$ cat config.mk
export PLATFORM = sky130hd
export DESIGN_NAME = double_ended_queue_top
export DESIGN_NICKNAME = d
export VERILOG_FILES = /design/src/deq_pkg.sv /design/src/deq_cell.sv /design/src/double_ended_queue_top.sv
export SDC_FILE = /design/constraint.sdc
export NUM_CORES = 2
export LEC_CHECK = 0
export BUFFER_PORTS_ARGS = -buffer_cell sky130_fd_sc_hd__clkbuf_2
export CELL_PAD_IN_SITES_DETAIL_PLACEMENT = 1
export CELL_PAD_IN_SITES_GLOBAL_PLACEMENT = 1
export CORE_AREA = 3 3 268 270
export DETAILED_ROUTE_END_ITERATION = 7
export DIE_AREA = 0 0 271 273
export PLACE_DENSITY = 0.77
export SYNTH_ARGS = -nofsm -noshare
export SYNTH_HDL_FRONTEND = slang
export SYNTH_SLANG_ARGS = --single-unit
$ cat constraint.sdc
create_clock -name clk -period 6.5 [get_ports clk]
set_clock_uncertainty 0.05 [all_clocks]
set_input_delay 0 -clock clk [delete_from_list [all_inputs] [get_ports clk]]
set_output_delay 0 -clock clk [all_outputs]
set_load 0.01 [all_outputs]
$ cat src/deq_pkg.sv
// Shared types and defaults for the double-ended queue.
package deq_pkg;

  localparam int DEPTH_DEF = 16;
  localparam int WIDTH_DEF = 32;

  // Fixed widths of the stream fields
  localparam int ACTION_W = 2;
  localparam int WORD_W   = 32;
  localparam int STATUS_W = 2;
  localparam int TOTAL_W  = 5;

  typedef enum logic [ACTION_W-1:0] {
    OP_PUSH_FRONT = 2'd0,
    OP_POP_FRONT  = 2'd1,
    OP_PUSH_BACK  = 2'd2,
    OP_POP_BACK   = 2'd3
  } op_t;

  typedef enum logic [STATUS_W-1:0] {
    ST_DONE       = 2'd0,
    ST_POP_EMPTY  = 2'd1,
    ST_PUSH_FULL  = 2'd2
  } status_t;

  // Broadcast control from the top level to every cell
  typedef struct packed {
    logic en;
    op_t  op;
  } deq_ctrl_t;

endpackage

$ cat src/deq_cell.sv
// One storage cell of the queue row: a word, its occupancy bit and the shift rules.
module deq_cell
  import deq_pkg::*;
#(
  parameter int WIDTH = WIDTH_DEF
) (
  input  logic             clk,
  input  logic             rst_n,
  input  deq_ctrl_t        ctrl,
  input  logic [WIDTH-1:0] push_word,
  input  logic [WIDTH-1:0] left_data,
  input  logic             left_valid,
  input  logic [WIDTH-1:0] right_data,
  input  logic             right_valid,
  output logic [WIDTH-1:0] data_r,
  output logic             valid_r,
  output logic [WIDTH-1:0] data_nxt,
  output logic             valid_nxt
);

  // Work out the next contents from the neighbours and the operation
  always_comb begin
    data_nxt  = data_r;
    valid_nxt = valid_r;
    if (ctrl.en) begin
      case (ctrl.op)
        OP_PUSH_FRONT: begin
          data_nxt  = left_data;
          valid_nxt = left_valid;
        end
        OP_POP_FRONT: begin
          data_nxt  = right_data;
          valid_nxt = right_valid;
        end
        OP_PUSH_BACK: begin
          // first free cell takes the word
          if (!valid_r && left_valid) begin
            data_nxt  = push_word;
            valid_nxt = 1'b1;
          end
        end
        OP_POP_BACK: begin
          // last occupied cell drops out
          if (valid_r && !right_valid) begin
            valid_nxt = 1'b0;
          end
        end
        default: begin
          data_nxt  = data_r;
          valid_nxt = valid_r;
        end
      endcase
    end
  end

  // Hold occupancy
  always_ff @(posedge clk) begin
    if (!rst_n) begin
      valid_r <= 1'b0;
    end else begin
      valid_r <= valid_nxt;
    end
  end

  // Hold the word
  always_ff @(posedge clk) begin
    data_r <= data_nxt;
  end

endmodule

$ cat src/double_ended_queue_top.sv
// Top level of the double-ended queue: cell row, count, status and result register.
//
//  Channel | Ports          | Payload (lowest bit up)
//  --------+----------------+------------------------------------------------------
//  in      | in_t*          | tdata: push_value[31:0]; tuser: action[1:0]
//  out     | out_t*         | tdata: front_value, back_value, item_total, is_empty, pad;
//          |                | tuser: status[1:0]
//
//  One word per cycle while results are taken: the cell row updates at the accepting
//  edge and the result is registered at that same edge, offered in the following cycle.
//  The new word is taken whenever the result register is empty or being drained.
//  Reset empties every cell and clears the count; cell words need no reset.
//  A stalled result holds in its register and blocks further input until taken.
module double_ended_queue_top
  import deq_pkg::*;
#(
  parameter int DEPTH = DEPTH_DEF,
  parameter int WIDTH = WIDTH_DEF
) (
  input  logic        clk,
  input  logic        rst_n,
  input  logic        in_tvalid,
  output logic        in_tready,
  input  logic [31:0] in_tdata,   // push_value[31:0]
  input  logic [1:0]  in_tuser,   // action[1:0]
  output logic        out_tvalid,
  input  logic        out_tready,
  output logic [71:0] out_tdata,  // front_value[31:0], back_value[63:32],
                                  // item_total[68:64], is_empty[69], zero pad [71:70]
  output logic [1:0]  out_tuser   // status[1:0]
);

  localparam int CW = $clog2(DEPTH + 1);

  logic             in_fire;
  op_t              op;
  logic [WIDTH-1:0] push_word;
  logic             is_pop;
  status_t          status;
  deq_ctrl_t        ctrl;

  logic [CW-1:0]    count_r;
  logic [CW-1:0]    count_nxt;

  logic [WIDTH-1:0] cell_data_r   [DEPTH];
  logic             cell_valid_r  [DEPTH];
  logic [WIDTH-1:0] cell_data_nxt [DEPTH];
  logic             cell_valid_nxt[DEPTH];

  logic [WIDTH-1:0] back_word;

  logic             out_valid_r;
  status_t          status_r;
  logic [WORD_W-1:0] front_r;
  logic [WORD_W-1:0] back_r;
  logic [TOTAL_W-1:0] total_r;
  logic             empty_r;

  // Handshake and decode
  assign in_tready = !out_valid_r || out_tready;
  assign in_fire   = in_tvalid && in_tready;
  assign op        = op_t'(in_tuser);
  assign push_word = WIDTH'(in_tdata[WORD_W-1:0]);
  assign is_pop    = (op == OP_POP_FRONT) || (op == OP_POP_BACK);

  // Refuse pops on empty and pushes on full
  always_comb begin
    if (is_pop && count_r == '0) begin
      status = ST_POP_EMPTY;
    end else if (!is_pop && count_r == CW'(DEPTH)) begin
      status = ST_PUSH_FULL;
    end else begin
      status = ST_DONE;
    end
  end

  assign ctrl.en = in_fire && (status == ST_DONE);
  assign ctrl.op = op;

  // Advance the count
  always_comb begin
    count_nxt = count_r;
    if (ctrl.en) begin
      if (is_pop) begin
        count_nxt = count_r - CW'(1);
      end else begin
        count_nxt = count_r + CW'(1);
      end
    end
  end

  always_ff @(posedge clk) begin
    if (!rst_n) begin
      count_r <= '0;
    end else begin
      count_r <= count_nxt;
    end
  end

  // Row of cells, front at cell 0
  for (genvar i = 0; i < DEPTH; i++) begin : g_cell
    logic [WIDTH-1:0] l_data;
    logic             l_valid;
    logic [WIDTH-1:0] r_data;
    logic             r_valid;

    if (i == 0) begin : g_first
      assign l_data  = push_word;
      assign l_valid = 1'b1;
    end else begin : g_mid_l
      assign l_data  = cell_data_r[i-1];
      assign l_valid = cell_valid_r[i-1];
    end

    if (i == DEPTH - 1) begin : g_last
      assign r_data  = '0;
      assign r_valid = 1'b0;
    end else begin : g_mid_r
      assign r_data  = cell_data_r[i+1];
      assign r_valid = cell_valid_r[i+1];
    end

    deq_cell #(
      .WIDTH (WIDTH)
    ) u_cell (
      .clk         (clk),
      .rst_n       (rst_n),
      .ctrl        (ctrl),
      .push_word   (push_word),
      .left_data   (l_data),
      .left_valid  (l_valid),
      .right_data  (r_data),
      .right_valid (r_valid),
      .data_r      (cell_data_r[i]),
      .valid_r     (cell_valid_r[i]),
      .data_nxt    (cell_data_nxt[i]),
      .valid_nxt   (cell_valid_nxt[i])
    );
  end

  // Pick the back word: the last occupied cell after the update
  always_comb begin
    back_word = '0;
    for (int i = 0; i < DEPTH; i++) begin
      if (cell_valid_nxt[i] && (i == DEPTH - 1 || !cell_valid_nxt[(i + 1) % DEPTH])) begin
        back_word = back_word | cell_data_nxt[i];
      end
    end
  end

  // Result register
  always_ff @(posedge clk) begin
    if (!rst_n) begin
      out_valid_r <= 1'b0;
    end else begin
      out_valid_r <= in_fire || (out_valid_r && !out_tready);
    end
  end

  always_ff @(posedge clk) begin
    if (in_fire) begin
      status_r <= status;
      total_r  <= TOTAL_W'(count_nxt);
      empty_r  <= (count_nxt == '0);
      if (count_nxt == '0) begin
        front_r <= '0;
        back_r  <= '0;
      end else begin
        front_r <= WORD_W'(cell_data_nxt[0]);
        back_r  <= WORD_W'(back_word);
      end
    end
  end

  assign out_tvalid = out_valid_r;
  assign out_tuser  = status_r;
  assign out_tdata  = {2'b00, empty_r, total_r, back_r, front_r};

endmodule
After elaboration in Yosys (flattened, before gate mapping)
Cells that the tools add are included.

word-level totals
  flip-flop bits (word level) = 606
  input bits = 38
  output and inout bits = 76
  word-level logic and storage cells = 267

operators by class
  add/sub/neg operators = 2
  equality and inequality tests = 4
  muxes and demuxes = 130
  bitwise logic cells = 15
  reduce and logical (&&, ||, !) cells = 77

operators by type and width
  cell                 count
  $mux 32              48
  $pmux 32 s3          16
  $or 32x32->32        15
  $pmux 1 s4           14
  $mux 1               46
  $logic_and 1x1->1    35
  $logic_not 1->1      33
  $logic_not 5->1      2
  $mux 5               2
  $pmux 1 s3           2
  $add 5x1->5 const B  1
  $eq 5x5->1 const B   1
  $sub 5x1->5 const B  1
  $eq 2x2->1 const B   2
  $logic_not 2->1      2
  $mux 2               2
  $reduce_or 2->1      2
  $logic_or 1x1->1     3
  $eq 2x1->1 const B   1

Logic depth before layout (Yosys ltp)
  word-level depth = 42
  depth in mapped cells = 13
  gate-level depth less buffers = 10

By module
A second synthesis with hierarchy kept.

unflattened totals
  cells, all modules = 3124
  area total of the unflattened synthesis = 31786.7 um^2

by module, submodules not included
  module                  times used  cells an instance  area each (um^2)  sequential area each (um^2)
  deq_cell                16          157                1621.6            660.6
  double_ended_queue_top  1           612                5841.9            2282.2

Worst setup path before layout
No wires, ideal clock.

  path type = register to register
  start point = register out_valid_r (netlist: out_tvalid)
  end point = register back_r[10] (data pin)
  setup time = 0.284 ns
  data arrival time = 4.977 ns
  data required time = 6.166 ns
  setup slack = 1.190 ns
  cell stages (with the launch flop) = 10
  path buffers = 2
  cell sequence = dfxtp_1 > nor2b_1 > nor2_1 > a31oi_1 > o221ai_1 > nor2_1 > buf_2 > buf_6 > a221oi_1 > a41oi_1

between the ends
  word-level cells in the longest chain between the ends = 38

RTL lines
  element                   RTL line                       RTL
  start: declaration        double_ended_queue_top.sv:52   logic out_valid_r;
  start signal: assignment  double_ended_queue_top.sv:156  out_valid_r <= in_fire || (out_valid_r && !out_tready);
  $logic_not 1->1 *         double_ended_queue_top.sv:60   assign in_tready = !out_valid_r || out_tready;
  $logic_or 1x1->1 *        double_ended_queue_top.sv:60
  $logic_and 1x1->1 *       double_ended_queue_top.sv:61   assign in_fire = in_tvalid && in_tready;
  via in_fire               double_ended_queue_top.sv:35   logic in_fire;
  $logic_and 1x1->1 *       double_ended_queue_top.sv:77   assign ctrl.en = in_fire && (status == ST_DONE);
  $mux 1                    deq_cell.sv:25                 if (ctrl.en) begin
  $logic_not 1->1           double_ended_queue_top.sv:145  if (cell_valid_nxt[i] && (i == DEPTH - 1 || !cell_valid_nxt[(i + 1) % DEPTH])) begin
  $logic_and 1x1->1         double_ended_queue_top.sv:145
  [23 not listed]           -
  $or 32x32->32             double_ended_queue_top.sv:146  back_word = back_word | cell_data_nxt[i];
  $mux 32                   double_ended_queue_top.sv:145
  $or 32x32->32             double_ended_queue_top.sv:146
  $mux 32                   double_ended_queue_top.sv:145
  $or 32x32->32             double_ended_queue_top.sv:146
  $mux 32                   double_ended_queue_top.sv:145
  $or 32x32->32             double_ended_queue_top.sv:146
  $mux 32                   double_ended_queue_top.sv:145
  end signal: assignment    double_ended_queue_top.sv:170  back_r <= WORD_W'(back_word);
  end: declaration          double_ended_queue_top.sv:55   logic [WORD_W-1:0] back_r;

Mark *: on every way through the listed nets, which the timed path passes. The rest lies on a longest branch.
A chain may end at the register's enable or synchronous reset.

==> flow_metrics.tcl <==
set metrics [dict create \
    rows 97 \
    wl_met3_um 18100 \
    synth_ff_type "dfxtp_1" \
    start_kind "flop" \
    cpMaxStageDelayCell "a2111oi_0" \
    yosysWarnings 0 \
    critPathRequiredTime_ns 6.79 \
    grt_pass1_wl_um 228000 \
    pwr-share-seq_pct 38.4 \
    num_vias 34000 \
    clk_latency_ns 0.65 \
    worst_slew_pin_slew_ns 1.49 \
    cp-end-kind "flop" \
    cts_tree "done" \
    hold_slack_ns 0.0415 \
    cts_resized 0 \
    core_area_um2 69800 \
    powerDensity_nw_per_um2 438 \
    gp_congestion 0.944 \
    p_comb_share_pct 35.2 \
    clk_pin_slew_worst_paths_ns 0.06 \
    critPathKind "flop to flop" \
    async_flop_share_pct 0 \
    cts_sinks 606 \
    finalMaxSlewViolations 0 \
    top_layer_used "met5" \
    root_buffer "clkbuf_16" \
    start_util_pct 47.7 \
    die_x_um 271 \
    htreeDepth 3 \
    rsz0062_at_grt "false" \
    synth.distinct_cells 79 \
    fin_crit_sh_pct 73.3 \
    drt_wl_total_um 156000 \
    synth-edff-count 72 \
    hold_class "primary input to flop" \
    setup_viol_count_final 0 \
    nets 3816 \
    cell_internal_pwr_mw 9.62 \
    die_y_um 273 \
    wl_per_cell_um 32.7 \
    cts_buffers 71 \
    arrival_ns 5.05 \
    crit_family "compound AO/OA/AOI/OAI gates" \
    first_iter_violations 4472 \
    track_usage_pct 40.7 \
    synth-seq-area-share_pct 38.6 \
    leakage_nw 14.1 \
    drive_gt1_share_pct 9.68 \
    fin_util_pct 53.2 \
    route.antenna.remaining_nets 0 \
    dp_slack_ns 1.71 \
    synth.area.top_cells "dfxtp_1 (32%), mux2i_1 (13%), o2bb2ai_1 (6.8%), edfxtp_1 (6.5%), a21oi_1 (5.8%)" \
    clkPwrFrac_pct 26.3 \
    ios 114 \
    area_delta_synth_final_pct 11.4 \
    p_sw_mw 6.63 \
    setup_ws_ns 1.73 \
    ys_seq_elements 606 \
    critical_path_buf_inv_count 3 \
    wl_met2_um 66900 \
    placed_area_um2 34300 \
    path_cells "or4_1, o211ai_2, buf_4, nor2_4, buf_4, buf_4, a22o_1, a22o_1, a2111oi_0, a41oi_1" \
    status "finished clean" \
    hpwl_um 91600 \
    route.layer.met1.wl_um 60200 \
    grt_pass1_vias 34200 \
    design_area_um2 37100 \
    fin_cells 4777 \
    gr-total-overflow 0 \
    grt_start_max_net_pins 213 \
    synthCells 3872 \
    slowest_delay_ns 0.71 \
    dr.pass1.iters 8 \
    vdd_ir_drop_max_uv 229 \
    drv_cap 0 \
    critPathMaxFanout 54 \
    fin_crit_ns 4.77 \
    power_mw 16.3 \
    setup_tns_ns 0 \
    clock.fmax_mhz 210 \
    yosysTopAreaCellShare_pct 32.1 \
    cts.path.max_buffers 3 \
    syn_area_um2 33300 \
    hold_viol_final 0 \
    drcViolationCount 0 \
    io_buffer_count 111 \
    antenna_found_initial 9 \
    die_area_um2 74000 \
    synth_most_common_cell "dfxtp_1" \
    synth_area_leader_cell "dfxtp_1" \
    yosys-top-cells-count "dfxtp_1 (534), mux2i_1 (417), nor2_1 (416), a21oi_1 (387), nand2_1 (328)" \
    relSlewSlack_pct 0.748 \
    placedCellCount 4606 \
    switching_share_pct 40.8 \
    syn_area_per_cell_um2 8.60 \
    routed_via_density 7.11 \
    cp_common_cell "buf_4" \
]
[flip-flops by register name, indices dropped and copies added, names as in the netlist]
signal	cells
total_r	5
back_r	32
out_tvalid	1
empty_r	1
g_cell.u_cell.data_r	512
front_r	32
out_tuser	2
g_cell.u_cell.valid_r	16
count_r	5
[cell families (layout without fill, tap and decap cells)]
kind of cell | after synthesis | after routing | share of synthesized area [%]
AO/OA/AOI/OAI | 1411 | 1411 | 29.9
AND/OR/NAND/NOR | 947 | 947 | 12.4
flip-flops | 606 | 606 | 38.6
buffers and inverters | 480 | 439 | 6.20
multiplexers | 418 | 418 | 12.6
XOR/XNOR | 5 | 5 | 0.131
adder cells (fa/ha/maj) | 4 | 4 | 0.173
other | 1 | 7 | 0.0113
[layout make-up]
class                      instances  area (µm²)
inverter                          79         297
tap                              940        1180
antenna                            5        12.5
clock buffer                      95        2050
sequential                       606       12900
clock inverter                    36         383
multi-input combinational       2787       18700
timing repair buffer             229        1650
fill                            8003       32700
[layout by cell type, fill, tap and decap left out, types with 34 or more instances in the layout]
cell and instances:
a22oi_1 95, inv_1 77, and3_1 37, o22ai_1 52, a21oi_1 386, a22o_1 154
mux2i_1 417, buf_4 75, o21ai_0 177, nor2_1 402, clkbuf_16 78, dlygate4sd3_1 35
clkbuf_2 109, a2bb2oi_1 75, a211oi_1 34, nand2_1 316, edfxtp_1 72, and2_1 54
o2bb2ai_1 260, dfxtp_1 534
[power by group through the flow]
stage	Sequential (mW)	Clock, mW	Combinational (mW)
2_1_floorplan	5.88	0	3.49
3_3_place_gp	6.16	0	5.21
3_5_place_dp	6.25	0	5.44
4_1_cts	6.19	4.27	5.52
5_1_grt	6.36	4.43	6.01
6_report	6.25	4.28	5.72
[timing repair]
item | in CTS | in global routing
hold buffers | 35 | 0
endpoints found under the hold margin | 374 | 0
setup buffers | 0 | 0
[worst paths after layout]
path	from	endpoint	slack (ns)	depth (start not counted)
max	count_r[1]$_SDFF_PN0_	back_r[10]$_SDFFCE_PP0P_	1.73	10
min	in_tdata[23]	g_cell[2].u_cell.data_r[23]$_DFF_P_	0.04	3
max reg2reg	count_r[1]$_SDFF_PN0_	back_r[10]$_SDFFCE_PP0P_	1.73	10
min reg2reg	g_cell[4].u_cell.data_r[7]$_DFF_P_	g_cell[4].u_cell.data_r[7]$_DFF_P_	0.46	2
[worst register-to-register path, delay by kind of cell (launching register included)]
kind	cells	cell delay, ns
AO/OA/AOI/OAI	5	2.18
buffers and inverters	3	1.11
AND/OR/NAND/NOR	2	0.77
flip-flops	1	0.36
[metal layers]
metal	global-route usage, %	up-vias
met5	0	-
met4	24.8	4
met3	10.7	678
met2	61.5	2164
met1	51.8	16900
li1	-	14200
Note: power is estimated with default switching activity, not from simulation.
